<file path="src/design/amq_pkg.sv">
// ----------------------------------------------------------------------------
// amq_pkg: shared types and constants for the alpha mask quad extruder
// Field widths, face codes and the job word passed from the front end to the
// quad sequencer.
// ----------------------------------------------------------------------------
package amq_pkg;

  localparam int DIM_W  = 9;
  localparam int VTX_W  = 18;
  localparam int BASE_W = VTX_W - 1;
  localparam int FACE_N = 6;

  localparam logic [DIM_W-1:0] RST_WIDTH  = 9'd16;
  localparam logic [DIM_W-1:0] RST_HEIGHT = 9'd16;

  localparam logic CFG_IDX_WIDTH  = 1'b0;
  localparam logic CFG_IDX_HEIGHT = 1'b1;

  typedef enum logic [2:0] {
    FACE_FRONT  = 3'd0,
    FACE_BACK   = 3'd1,
    FACE_LEFT   = 3'd2,
    FACE_RIGHT  = 3'd3,
    FACE_BOTTOM = 3'd4,
    FACE_TOP    = 3'd5
  } face_kind_t;

  typedef struct packed {
    logic [FACE_N-1:0] mask;
    logic [BASE_W-1:0] lo;
    logic [BASE_W-1:0] hi;
  } amq_job_t;

endpackage

</file>
<file path="src/design/alpha_mask_extrude_quads.sv">
// ----------------------------------------------------------------------------
// alpha_mask_extrude_quads: sprite alpha mask to extruded quad indices
// Input stream: one word per texel, bottom row first, in raster order;
// in_tuser is the flush flag, in_tdata the alpha. After the last row send one
// row of flush words to drain it. Output stream: one word per quad, four grid
// vertex indices in out_tdata, face code in out_tuser, out_tlast on the last
// quad that an input word causes. Width and height sit on the APB port and
// are to be written by the user only while the block is idle (unchecked). A
// word that yields no quad does not stall the input. A texel that yields n
// quads (2 to 6) holds the input while its quads are walked: the single
// output register takes one quad per cycle while the receiver is ready.
// Line banks are read at accept; the data reaches the judge stage in the
// cycle after. Reset: both line banks are swept to zero, one entry per
// cycle, with in_tready low; configuration writes work throughout. A
// stalled receiver holds the output register; the input stalls as soon as
// the quad sequencer and judge stage are full.
// ----------------------------------------------------------------------------
module alpha_mask_extrude_quads
  import amq_pkg::*;
#(
  parameter int MAX_WIDTH  = 256,
  parameter int MAX_HEIGHT = 256
) (
  input  logic        clk,
  input  logic        rst_n,
  input  logic        in_tvalid,
  output logic        in_tready,
  input  logic [7:0]  in_tdata,    // [7:0] alpha
  input  logic        in_tuser,    // [0] command (1 = flush)
  output logic        out_tvalid,
  input  logic        out_tready,
  output logic [71:0] out_tdata,   // [17:0] corner_a, [35:18] corner_b,
                                   // [53:36] corner_c, [71:54] corner_d
  output logic [2:0]  out_tuser,   // [2:0] face_kind
  output logic        out_tlast,   // last_quad
  input  logic        cfg_psel,
  input  logic        cfg_penable,
  input  logic        cfg_pwrite,
  input  logic [2:0]  cfg_paddr,
  input  logic [31:0] cfg_pwdata,
  output logic [31:0] cfg_prdata,
  output logic        cfg_pready
);

  logic [DIM_W-1:0] width_r, width_nxt;
  logic [DIM_W-1:0] height_r, height_nxt;
  logic [DIM_W-1:0] w, h;
  logic             cfg_wr;

  logic             job_valid, job_ready;
  amq_job_t         job;
  logic             clr_busy;

  assign cfg_pready = 1'b1;
  assign cfg_wr     = cfg_psel && cfg_penable && cfg_pwrite && cfg_pready;
  assign cfg_prdata = (cfg_paddr[2] == CFG_IDX_HEIGHT) ? 32'(height_r) : 32'(width_r);

  always_comb begin
    width_nxt  = width_r;
    height_nxt = height_r;
    if (cfg_wr) begin
      unique case (cfg_paddr[2])
        CFG_IDX_WIDTH:  width_nxt  = cfg_pwdata[DIM_W-1:0];
        CFG_IDX_HEIGHT: height_nxt = cfg_pwdata[DIM_W-1:0];
        default:        width_nxt  = width_r;
      endcase
    end
  end

  always_ff @(posedge clk) begin
    if (!rst_n) begin
      width_r  <= RST_WIDTH;
      height_r <= RST_HEIGHT;
    end else begin
      width_r  <= width_nxt;
      height_r <= height_nxt;
    end
  end

  assign w = (width_r == '0) ? 9'd1 :
             (32'(width_r) > MAX_WIDTH) ? DIM_W'(MAX_WIDTH) : width_r;
  assign h = (height_r == '0) ? 9'd1 :
             (32'(height_r) > MAX_HEIGHT) ? DIM_W'(MAX_HEIGHT) : height_r;

  amq_front #(.MAX_WIDTH(MAX_WIDTH)) u_front (
    .clk       (clk),
    .rst_n     (rst_n),
    .in_valid  (in_tvalid),
    .in_ready  (in_tready),
    .flush     (in_tuser),
    .alpha     (in_tdata),
    .w         (w),
    .h         (h),
    .job_valid (job_valid),
    .job_ready (job_ready),
    .job       (job),
    .clr_busy  (clr_busy)
  );

  amq_emit u_emit (
    .clk       (clk),
    .rst_n     (rst_n),
    .job_valid (job_valid),
    .job_ready (job_ready),
    .job       (job),
    .out_valid (out_tvalid),
    .out_ready (out_tready),
    .out_kind  (out_tuser),
    .out_a     (out_tdata[17:0]),
    .out_b     (out_tdata[35:18]),
    .out_c     (out_tdata[53:36]),
    .out_d     (out_tdata[71:54]),
    .out_last  (out_tlast)
  );

  // hold input during bank sweep
  a_no_accept_clear: assert property (@(posedge clk) disable iff (!rst_n)
    clr_busy |-> !in_tready)
    else $error("input taken during line bank sweep");

  // every judged opaque texel carries front and back faces
  a_job_front_back: assert property (@(posedge clk) disable iff (!rst_n)
    job_valid |-> (job.mask[FACE_FRONT] && job.mask[FACE_BACK]))
    else $error("job without front/back face");

  // front quad second corner is one column right of the first
  a_front_step: assert property (@(posedge clk) disable iff (!rst_n)
    (out_tvalid && (out_tuser == FACE_FRONT)) |->
      (out_tdata[35:18] == out_tdata[17:0] + 18'd2))
    else $error("front quad corner mismatch");

  // first quad of a word reaches the output after a new job is taken
  a_emit_after_job: assert property (@(posedge clk) disable iff (!rst_n)
    (job_valid && job_ready) |=> ##1 out_tvalid)
    else $error("job taken but no quad presented");

endmodule

</file>
<file path="src/design/amq_ram.sv">
// ----------------------------------------------------------------------------
// amq_ram: generic synchronous RAM
// One write port, two read ports, registered read data, read-first.
// ----------------------------------------------------------------------------
module amq_ram #(
  parameter int WIDTH = 1,
  parameter int DEPTH = 256
) (
  input  logic                     clk,
  input  logic                     we,
  input  logic [$clog2(DEPTH)-1:0] waddr,
  input  logic [WIDTH-1:0]         wdata,
  input  logic                     re,
  input  logic [$clog2(DEPTH)-1:0] raddr_a,
  input  logic [$clog2(DEPTH)-1:0] raddr_b,
  output logic [WIDTH-1:0]         rdata_a,
  output logic [WIDTH-1:0]         rdata_b
);

  logic [WIDTH-1:0] mem [DEPTH];

  always_ff @(posedge clk) begin
    if (re) begin
      rdata_a <= mem[raddr_a];
      rdata_b <= mem[raddr_b];
    end
    if (we) begin
      mem[waddr] <= wdata;
    end
  end

endmodule

</file>
<file path="src/design/amq_front.sv">
// ----------------------------------------------------------------------------
// amq_front: line store front end
// Tracks column and row, reads and writes the two opaque line banks, clears
// them after reset and classifies each judged texel into a face mask.
// ----------------------------------------------------------------------------
module amq_front
  import amq_pkg::*;
#(
  parameter int MAX_WIDTH = 256
) (
  input  logic             clk,
  input  logic             rst_n,
  input  logic             in_valid,
  output logic             in_ready,
  input  logic             flush,
  input  logic [7:0]       alpha,
  input  logic [DIM_W-1:0] w,
  input  logic [DIM_W-1:0] h,
  output logic             job_valid,
  input  logic             job_ready,
  output amq_job_t         job,
  output logic             clr_busy
);

  localparam int AW = $clog2(MAX_WIDTH);

  logic [DIM_W-1:0] col_r, col_nxt;
  logic [DIM_W-1:0] row_r, row_nxt;
  logic             sel_r, sel_nxt;
  logic             clr_busy_r, clr_busy_nxt;
  logic [AW-1:0]    clr_cnt_r, clr_cnt_nxt;

  logic             s1_valid_r, s1_valid_nxt;
  logic             s1_sel_r;
  logic [DIM_W-1:0] s1_x_r;
  logic [DIM_W-1:0] s1_row_r;
  logic             s1_above_r;
  logic             prev_r, prev_nxt;

  logic             fire, ignore, take, above, last_col;
  logic [DIM_W:0]   xp1;
  logic             s1_adv;

  logic             b0_we, b1_we;
  logic [AW-1:0]    waddr;
  logic             wdata;
  logic             b0_a, b0_b, b1_a, b1_b;

  logic             n_cur, n_next, o_cur, active;
  logic [DIM_W-1:0] y;
  logic [DIM_W:0]   wp1, s1_xp1;
  logic [DIM_W+10:0] lo_sum, hi_sum;
  logic             left, right, bottom, top;

  // accept side
  assign fire     = in_valid && in_ready;
  assign ignore   = (row_r > h) || ((row_r == h) && !flush);
  assign take     = fire && !ignore;
  assign above    = !flush && (row_r < h) && (alpha != 8'd0);
  assign xp1      = {1'b0, col_r} + 10'd1;
  assign last_col = xp1 >= {1'b0, w};
  assign in_ready = !clr_busy_r && (!s1_valid_r || s1_adv);
  assign clr_busy = clr_busy_r;

  assign b0_we = clr_busy_r || (take && sel_r);
  assign b1_we = clr_busy_r || (take && !sel_r);
  assign waddr = clr_busy_r ? clr_cnt_r : AW'(col_r);
  assign wdata = clr_busy_r ? 1'b0 : above;

  amq_ram #(.WIDTH(1), .DEPTH(MAX_WIDTH)) u_bank0 (
    .clk     (clk),
    .we      (b0_we),
    .waddr   (waddr),
    .wdata   (wdata),
    .re      (take),
    .raddr_a (AW'(col_r)),
    .raddr_b (AW'(xp1)),
    .rdata_a (b0_a),
    .rdata_b (b0_b)
  );

  amq_ram #(.WIDTH(1), .DEPTH(MAX_WIDTH)) u_bank1 (
    .clk     (clk),
    .we      (b1_we),
    .waddr   (waddr),
    .wdata   (wdata),
    .re      (take),
    .raddr_a (AW'(col_r)),
    .raddr_b (AW'(xp1)),
    .rdata_a (b1_a),
    .rdata_b (b1_b)
  );

  always_comb begin
    col_nxt      = col_r;
    row_nxt      = row_r;
    sel_nxt      = sel_r;
    clr_busy_nxt = clr_busy_r;
    clr_cnt_nxt  = clr_cnt_r;
    if (clr_busy_r) begin
      clr_cnt_nxt = clr_cnt_r + 1'b1;
      if (clr_cnt_r == AW'(MAX_WIDTH - 1)) begin
        clr_busy_nxt = 1'b0;
      end
    end
    if (take) begin
      if (last_col) begin
        col_nxt = '0;
        row_nxt = row_r + 9'd1;
        sel_nxt = !sel_r;
      end else begin
        col_nxt = xp1[DIM_W-1:0];
      end
    end
  end

  // judge stage: line bank data valid here
  assign n_cur  = s1_sel_r ? b1_a : b0_a;
  assign n_next = s1_sel_r ? b1_b : b0_b;
  assign o_cur  = s1_sel_r ? b0_a : b1_a;
  assign active = (s1_row_r != '0) && n_cur;
  assign y      = s1_row_r - 9'd1;
  assign wp1    = {1'b0, w} + 10'd1;
  assign s1_xp1 = {1'b0, s1_x_r} + 10'd1;

  assign left   = (s1_x_r == '0) || !prev_r;
  assign right  = (s1_xp1 >= {1'b0, w}) || !n_next;
  assign bottom = (y == '0) || !o_cur;
  assign top    = !s1_above_r;

  assign lo_sum = 20'(y) * 20'(wp1) + 20'(s1_x_r);
  assign hi_sum = 20'(s1_row_r) * 20'(wp1) + 20'(s1_x_r);

  assign job_valid = s1_valid_r && active;
  assign job.mask  = {top, bottom, right, left, 1'b1, 1'b1};
  assign job.lo    = lo_sum[BASE_W-1:0];
  assign job.hi    = hi_sum[BASE_W-1:0];

  assign s1_adv = s1_valid_r && (!active || job_ready);

  always_comb begin
    s1_valid_nxt = s1_valid_r;
    prev_nxt     = prev_r;
    if (s1_adv) begin
      s1_valid_nxt = 1'b0;
      prev_nxt     = n_cur;
    end
    if (take) begin
      s1_valid_nxt = 1'b1;
    end
  end

  always_ff @(posedge clk) begin
    if (!rst_n) begin
      col_r      <= '0;
      row_r      <= '0;
      sel_r      <= 1'b0;
      clr_busy_r <= 1'b1;
      clr_cnt_r  <= '0;
      s1_valid_r <= 1'b0;
      prev_r     <= 1'b0;
    end else begin
      col_r      <= col_nxt;
      row_r      <= row_nxt;
      sel_r      <= sel_nxt;
      clr_busy_r <= clr_busy_nxt;
      clr_cnt_r  <= clr_cnt_nxt;
      s1_valid_r <= s1_valid_nxt;
      prev_r     <= prev_nxt;
    end
  end

  always_ff @(posedge clk) begin
    if (take) begin
      s1_sel_r   <= sel_r;
      s1_x_r     <= col_r;
      s1_row_r   <= row_r;
      s1_above_r <= above;
    end
  end

endmodule

</file>
<file path="src/design/amq_emit.sv">
// ----------------------------------------------------------------------------
// amq_emit: quad sequencer
// Walks the face mask of one judged texel, one quad per cycle while the
// receiver is ready, into the output register.
// ----------------------------------------------------------------------------
module amq_emit
  import amq_pkg::*;
(
  input  logic             clk,
  input  logic             rst_n,
  input  logic             job_valid,
  output logic             job_ready,
  input  amq_job_t         job,
  output logic             out_valid,
  input  logic             out_ready,
  output logic [2:0]       out_kind,
  output logic [VTX_W-1:0] out_a,
  output logic [VTX_W-1:0] out_b,
  output logic [VTX_W-1:0] out_c,
  output logic [VTX_W-1:0] out_d,
  output logic             out_last
);

  logic [FACE_N-1:0] mask_r, mask_nxt;
  logic [BASE_W-1:0] lo_r, hi_r;
  logic              out_valid_r, out_valid_nxt;
  logic [2:0]        kind_r;
  logic [VTX_W-1:0]  a_r, b_r, c_r, d_r;
  logic              last_r;

  logic [2:0]        pick;
  face_kind_t        face;
  logic [FACE_N-1:0] rest;
  logic              load_out, take_job;
  logic [BASE_W-1:0] lo1, hi1;
  logic [VTX_W-1:0]  a_n, b_n, c_n, d_n;

  function automatic logic [2:0] first_set(logic [FACE_N-1:0] m);
    logic [2:0] idx;
    idx = 3'd0;
    for (int i = FACE_N - 1; i >= 0; i--) begin
      if (m[i]) idx = 3'(i);
    end
    return idx;
  endfunction

  assign pick      = first_set(mask_r);
  assign face      = face_kind_t'(pick);
  assign rest      = mask_r & ~(6'b000001 << pick);
  assign load_out  = (mask_r != '0) && (!out_valid_r || out_ready);
  assign job_ready = (mask_r == '0) || (load_out && (rest == '0));
  assign take_job  = job_valid && job_ready;

  assign lo1 = lo_r + 17'd1;
  assign hi1 = hi_r + 17'd1;

  always_comb begin
    unique case (face)
      FACE_FRONT: begin
        a_n = {lo_r, 1'b0}; b_n = {lo1, 1'b0}; c_n = {hi1, 1'b0}; d_n = {hi_r, 1'b0};
      end
      FACE_BACK: begin
        a_n = {lo_r, 1'b1}; b_n = {hi_r, 1'b1}; c_n = {hi1, 1'b1}; d_n = {lo1, 1'b1};
      end
      FACE_LEFT: begin
        a_n = {lo_r, 1'b0}; b_n = {hi_r, 1'b0}; c_n = {hi_r, 1'b1}; d_n = {lo_r, 1'b1};
      end
      FACE_RIGHT: begin
        a_n = {lo1, 1'b0}; b_n = {lo1, 1'b1}; c_n = {hi1, 1'b1}; d_n = {hi1, 1'b0};
      end
      FACE_BOTTOM: begin
        a_n = {lo_r, 1'b0}; b_n = {lo_r, 1'b1}; c_n = {lo1, 1'b1}; d_n = {lo1, 1'b0};
      end
      FACE_TOP: begin
        a_n = {hi_r, 1'b0}; b_n = {hi1, 1'b0}; c_n = {hi1, 1'b1}; d_n = {hi_r, 1'b1};
      end
      default: begin
        a_n = '0; b_n = '0; c_n = '0; d_n = '0;
      end
    endcase
  end

  always_comb begin
    mask_nxt = mask_r;
    if (load_out) begin
      mask_nxt = rest;
    end
    if (take_job) begin
      mask_nxt = job.mask;
    end
    out_valid_nxt = out_valid_r;
    if (out_ready) begin
      out_valid_nxt = 1'b0;
    end
    if (load_out) begin
      out_valid_nxt = 1'b1;
    end
  end

  always_ff @(posedge clk) begin
    if (!rst_n) begin
      mask_r      <= '0;
      out_valid_r <= 1'b0;
    end else begin
      mask_r      <= mask_nxt;
      out_valid_r <= out_valid_nxt;
    end
  end

  always_ff @(posedge clk) begin
    if (take_job) begin
      lo_r <= job.lo;
      hi_r <= job.hi;
    end
    if (load_out) begin
      kind_r <= pick;
      a_r    <= a_n;
      b_r    <= b_n;
      c_r    <= c_n;
      d_r    <= d_n;
      last_r <= (rest == '0);
    end
  end

  assign out_valid = out_valid_r;
  assign out_kind  = kind_r;
  assign out_a     = a_r;
  assign out_b     = b_r;
  assign out_c     = c_r;
  assign out_d     = d_r;
  assign out_last  = last_r;

endmodule
</file>
<file path="config.mk">
export PLATFORM = sky130hd
export DESIGN_NAME = alpha_mask_extrude_quads
export DESIGN_NICKNAME = d
export VERILOG_FILES = /design/src/design/amq_pkg.sv /design/src/design/alpha_mask_extrude_quads.sv /design/src/design/amq_ram.sv /design/src/design/amq_front.sv /design/src/design/amq_emit.sv
export SDC_FILE = /design/constraint.sdc
export NUM_CORES = 2
export LEC_CHECK = 0
export ABC_AREA = 0
export BUFFER_PORTS_ARGS = -buffer_cell sky130_fd_sc_hd__clkbuf_2
export CAP_MARGIN = 20
export CORE_AREA = 2 2 282 284
export CTS_CLUSTER_SIZE = 16
export DETAILED_ROUTE_END_ITERATION = 16
export DIE_AREA = 0 0 284 286
export MAX_ROUTING_LAYER = met4
export PLACE_DENSITY = 0.74
export SLEW_MARGIN = 20
export SYNTH_ARGS = -nofsm -noshare
export SYNTH_HDL_FRONTEND = slang
export SYNTH_SLANG_ARGS = --single-unit
</file>
<file path="constraint.sdc">
create_clock -name clk -period 21.6 [get_ports clk]
set_clock_uncertainty 0.2 [all_clocks]
set_input_delay 0 -clock clk [delete_from_list [all_inputs] [get_ports clk]]
set_output_delay 0 -clock clk [all_outputs]
set_load 0.01 [all_outputs]
</file>
# Word-level counts from Yosys, hierarchy flattened
# Memories as Yosys holds them, arrays and structs flattened. A register that Yosys moved wholly into a read port is not among the register bits.
# Cells that the tools add are included.
dict set report word_totals {
  regBits 185
  mem_bits_rw 512
  input_bits 51
  mem_count 2
  output_inout_bits 111
}
dict set report classes {
  magnitude_cmp 6
  reduce_logical 55
  shifts 1
  bitwise 3
  mul 2
  n_addsub 10
  muxes 33
  eq_ne 7
}
# name words word_bits rd rd_ports_with_merged_regs wr line
set memory_table {}
lappend memory_table {u_front.u_bank0.mem 256 1 2 2 1 amq_ram.sv:20} ;# logic [WIDTH-1:0] mem [DEPTH];
lappend memory_table {u_front.u_bank1.mem 256 1 2 2 1 amq_ram.sv:20}
# cell count
set ops {}
lappend ops {{one-hot mux 18 bit (6 select lines)} 2}
lappend ops {{one-hot mux 18 bit (4 select lines)} 2}
lappend ops {{2-to-1 mux 9 bit} 6}
lappend ops {{zero test 9 bit} 4}
lappend ops {{adder 17 x 1 -> 17 bit (second input constant)} 2}
lappend ops {{adder 17 x 9 -> 17 bit} 2}
lappend ops {{multiplier 9 x 10 -> 17 bit} 2}
lappend ops {{adder 9 x 1 -> 10 bit (second input constant)} 3}
lappend ops {{greater-or-equal comparator 10 x 9 -> 1 bit} 2}
lappend ops {{greater-than comparator 9 bit (second input constant)} 2}
lappend ops {{2-to-1 mux 3 bit} 6}
lappend ops {{logical AND 1 bit} 16}
lappend ops {{2-to-1 mux 1 bit} 14}
lappend ops {{zero test 6 bit} 2}
lappend ops {{2-to-1 mux 6 bit} 2}
lappend ops {{zero test 1 bit} 11}
lappend ops {{logical OR 1 bit} 10}
lappend ops {{adder 9 x 1 -> 9 bit (second input constant)} 1}
lappend ops {{equality test 9 bit} 1}
lappend ops {{greater-than comparator 9 bit} 1}
lappend ops {{< comparator 9 bit} 1}
lappend ops {{nonzero test 9 bit} 1}
lappend ops {{subtractor 9 x 1 -> 9 bit (second input constant)} 1}
lappend ops {{adder 8 x 1 -> 8 bit (second input constant)} 1}
lappend ops {{other kinds (15)} 22}

# Longest topological paths before layout
dict set report logic_depth {
  depth_word 22
  depth_mapped 31
  mapped_depth_nobuf 27
}

# Cells and area by module
# Synthesis repeated with hierarchy kept, for this count alone.
dict set report unflattened {
  hier_cells 3823
  hier_area_um2 43889.6
}
# mod area_each_um2 cells_each instances
set by_module_without_submodules {}
lappend by_module_without_submodules {amq_ram 13354.1 993 2}
lappend by_module_without_submodules {amq_front 9609.2 1097 1}
lappend by_module_without_submodules {amq_emit 6413.7 607 1}
lappend by_module_without_submodules {alpha_mask_extrude_quads 1158.6 133 1}

# Least setup slack after synthesis
# OpenSTA, ideal clock, no wires.
dict set report synth_timing {
  kind {reg2reg}
  start {reg height_r[8]}
  end {mem u_front.u_bank0.mem[0], data pin}
  arrival_ns 8.085
  path_buffers 0
  setup_slack_ns 11.770
  path_stages_with_launch 9
  t_required_ns 19.855
  cell_sequence {dfxtp_1 > clkinv_1 > nand2_1 > ha_1 > a21o_1 > a21oi_1 > a21oi_1 > a211oi_1 > and3_1}
}
dict set report synth_between {
  elab_chain_len 7
}
# item line
set synth_rtl {}
lappend synth_rtl {{start: declaration} alpha_mask_extrude_quads.sv:46} ;# logic [DIM_W-1:0] height_r, height_nxt;
lappend synth_rtl {{start signal: assignment} alpha_mask_extrude_quads.sv:76} ;# height_r <= height_nxt;
lappend synth_rtl {{greater-than comparator 9 bit} alpha_mask_extrude_quads.sv:83} ;# (32'(height_r) > MAX_HEIGHT) ? DIM_W'(MAX_HEIGHT) : height_r;
lappend synth_rtl {{2-to-1 mux 9 bit} alpha_mask_extrude_quads.sv:83}
lappend synth_rtl {{2-to-1 mux 9 bit (*)} alpha_mask_extrude_quads.sv:82} ;# assign h = (height_r == '0) ? 9'd1 :
lappend synth_rtl {{< comparator 9 bit (*)} amq_front.sv:59} ;# assign above = !flush && (row_r < h) && (alpha != 8'd0);
lappend synth_rtl {{logical AND 1 bit (*) (2 in series)} amq_front.sv:59}
lappend synth_rtl {{2-to-1 mux 1 bit (*)} amq_front.sv:68} ;# assign wdata = clr_busy_r ? 1'b0 : above;
lappend synth_rtl {{via u_front.u_bank0.wdata} amq_ram.sv:12} ;# input logic [WIDTH-1:0] wdata,
lappend synth_rtl {{end: declaration} amq_ram.sv:20}
# The timed path passes the listed nets; every way through them passes the cells marked *.

==> impl_metrics.toml <==
[logic_synthesis]
synth.avg_cell_area_sq_um = 12.6
synth_top_area_share_pct = 45.4
yosysMostFrequentCell = "edfxtp_1"
synth_seq_cells = 701
syn_inst = 3395
synthesis.area_sq_mm = 0.0428
synth_area_leaders = "edfxtp_1 (45%), mux4_2 (17%), fa_1 (5.7%), nor2_1 (5.1%), ha_1 (3.8%)"
ys_top_cells_by_count = "edfxtp_1 (646), nor2_1 (579), mux4_2 (320), nand2_1 (231), clkbuf_1 (162)"
yosysUniqueCellTypes = 73
ys_seq_area_share_pct = 47.9
async_flop_share_pct = 0
synth_ff_type = "edfxtp_1"
synth_largest_area_cell = "edfxtp_1"
yosys_warnings = 0
synth_edf_count = 646

[global_route]
grt_pass1_vias = 28779
antenna_found_initial = 0
track_usage_pct = 27.9
overflow = 0
grt_first_pass_wirelength_um = 168000
grt_max_degree = 141

[sta]
tns_ns = 0
finalSetupViolations = 0
tightest_slew_ns = 1.10
clock.fmax_mhz = 130
grt_setup_unrepaired = "no"
final.setup.worst_slack_ns = 13.90
finalCriticalPeriod_ns = 7.70
hold_viol_final = 0
slew_viol_final = 0
period_share_pct = 35.7
slew-limit-headroom_pct = 26.4

[min_path]
min_to = "width_r[0]"
min-delay-start = "cfg_pwdata[0]"
hold_path_depth = 4
hp-class = "in -> reg"

[route]
vias = 29240
viasPerCell = 6.41
drtIter0Drc = 3550
drtAntennaViolNets = 0
dr.pass1.iters = 6
drc_errors = 0
routed_wl_um = 110000
routedWlPerCell_um = 24.1

[run_status]
status = "completed"

[clock_network]
cts_setup_buffers = 0
clock_latency_ns = 0.65
cts_resized = 0
clockBufferDepth = 3
cts_sinks = 701
ctsHoldBuffers = 45
htreeDepth = 3
cts_tree = "built"
numCtsBuffers = 77
clkTransAtPathRegs_ns = 0.06
cts_root_buffer = "clkbuf_16"

[die]
die_area_sq_mm = 0.0812
rows = 103
initial_core_util_pct = 54.6
pin_count = 162
fp.coreArea_sq_mm = 0.0784
fp.dieW_um = 284
die_h_um = 286

[power]
p_per_area_mw_per_mm2 = 63.2
p_int_mw = 2.32
leakage_nw = 16.5
switching_power_mw = 0.656
comb_power_share_pct = 4.5
power_mw = 2.98
switching_share_pct = 22.0
seq_power_share_pct = 49.3
clockPowerShare_pct = 46.2
ir_drop_mv = 0.0691

[finish]
nets = 3753
post-route-util_pct = 60.2
syn2layout_area_growth_pct = 10.3
n_antenna_cell = 0
fillers = 6080
drive_above_1_share_pct = 21.7

[setup_path]
endpoint_kind = "flip-flop"
cp.arrival_ns = 7.94
r2r_end = "u_emit.lo_r[15]"
required_ns = 21.83
critPathLaunchType = "flip-flop"
path_class = "reg -> reg"
cp_max_fo = 21
rr_worst_depth = 27
r2r_start = "width_r[4]"
ff2ff_setup_slack_ns = 13.90

[run]
cap_violations = 0

[placed_design]
post-dp-hpwl_um = 67700
place.port_buffers = 112
post-place-ws_ns = 13.95
place_congestion = 0.949
[per-layer routing]
layer	vias up	wire, um	global-route usage [%]
met3	321	10200	5.22
li1	12526	-	-
met1	14776	40200	34.5
met4	0	4380	10.4
met2	1617	55100	46.1
met5	-	0	-
[worst max-delay path: stages, from the launching register on]
cell and delay, ns:
dfxtp_1 0.41, nor4_1 0.40, nand2_1 0.12, a21oi_2 0.14
buf_4 0.31, ha_1 0.30, and4_1 0.40, and3_1 0.26
xnor2_1 0.13, buf_4 0.23, nand2b_1 0.10, fa_1 0.51
inv_1 0.06, fa_1 0.49, inv_1 0.05, fa_1 0.53
inv_1 0.05, fa_1 0.48, inv_1 0.06, fa_1 0.47
inv_1 0.04, ha_1 0.34, a21oi_1 0.10, a211oi_1 0.35
nor3_1 0.15, o41ai_1 0.40, a21oi_1 0.14, xnor2_1 0.29
[power groups by stage]
stage	logic, mW	clock network, mW	registers (mW)
3_5_place_dp	0.128	0	1.50
5_1_grt	0.146	1.45	1.47
2_1_floorplan	0.0873	0	1.50
3_3_place_gp	0.126	0	1.50
6_report	0.134	1.38	1.47
4_1_cts	0.133	1.39	1.47
[cell families (layout without fill, tap and decap cells)]
family | count (synthesis) | in the layout | synth area share, %
adder cells (fa/ha/maj) | 251 | 251 | 9.49
flip-flops | 701 | 701 | 47.9
buffers and inverters | 435 | 519 | 4.40
AO/OA/AOI/OAI | 355 | 355 | 5.73
XOR/XNOR | 103 | 103 | 2.11
AND/OR/NAND/NOR | 1196 | 1196 | 12.7
multiplexers | 352 | 352 | 17.6
other | 2 | 38 | 0.0176
[cells in the final DEF (no fill, tap or decap), types with 53 or more instances in the layout]
master     instances
edfxtp_1         646
nor2_1           577
mux4_2           320
nand2_1          215
inv_1            154
ha_1             128
fa_1             122
clkbuf_2         112
o21ai_0           89
nor2_2            84
clkbuf_16         78
xnor2_1           72
buf_4             57
a21oi_1           54
nand3_1           53
[sequential cells by signal, indices dropped and copies added, names as in the netlist, 8 cells and up]
| register | count |
|---|---|
| height_r | 9 |
| u_emit.hi_r | 17 |
| u_emit.lo_r | 17 |
| u_emit.out_a | 18 |
| u_emit.out_b | 18 |
| u_emit.out_c | 18 |
| u_emit.out_d | 18 |
| u_front.clr_cnt_r | 8 |
| u_front.col_r | 9 |
| u_front.row_r | 9 |
| u_front.s1_row_r | 9 |
| u_front.s1_x_r | 9 |
| u_front.u_bank0.mem | 256 |
| u_front.u_bank1.mem | 256 |
| width_r | 9 |
[how the worst max path moves through the flow]
stage,from,to,cells after the start
global placement,width_r[4],u_emit.lo_r[15],27
floorplan,height_r[8],u_front.u_bank0.mem[0],8
global route,width_r[4],u_emit.hi_r[14],28
detailed placement,width_r[4],u_emit.lo_r[15],27
CTS,width_r[4],u_emit.hi_r[14],28
finish,width_r[4],u_emit.lo_r[15],27
[through the flow]
step / cells / area (sq um) / hold slack (ns)
final: 4565 / 47200 / 0.0797
after global routing: 4565 / 47200 / 0.0879
after CTS: 4565 / 47200 / 0.000104
after detailed placement: 4377 / 44000 / 0.0402
after global placement: 4377 / 44000 / 0.0312
after floorplan: 3431 / 42900 / -0.0760
[final cells by class]
class | instances | area, sq um | area share (%)
Timing Repair Buffer | 217 | 1470 | 3.12
Tap cell | 1050 | 1310 | 2.78
Clock inverter | 56 | 674 | 1.43
Sequential cell | 701 | 20500 | 43.5
Clock buffer | 87 | 2010 | 4.25
Inverter | 159 | 597 | 1.27
Multi-Input combinational cell | 2295 | 20600 | 43.7
(Power assumes the default switching activity.)
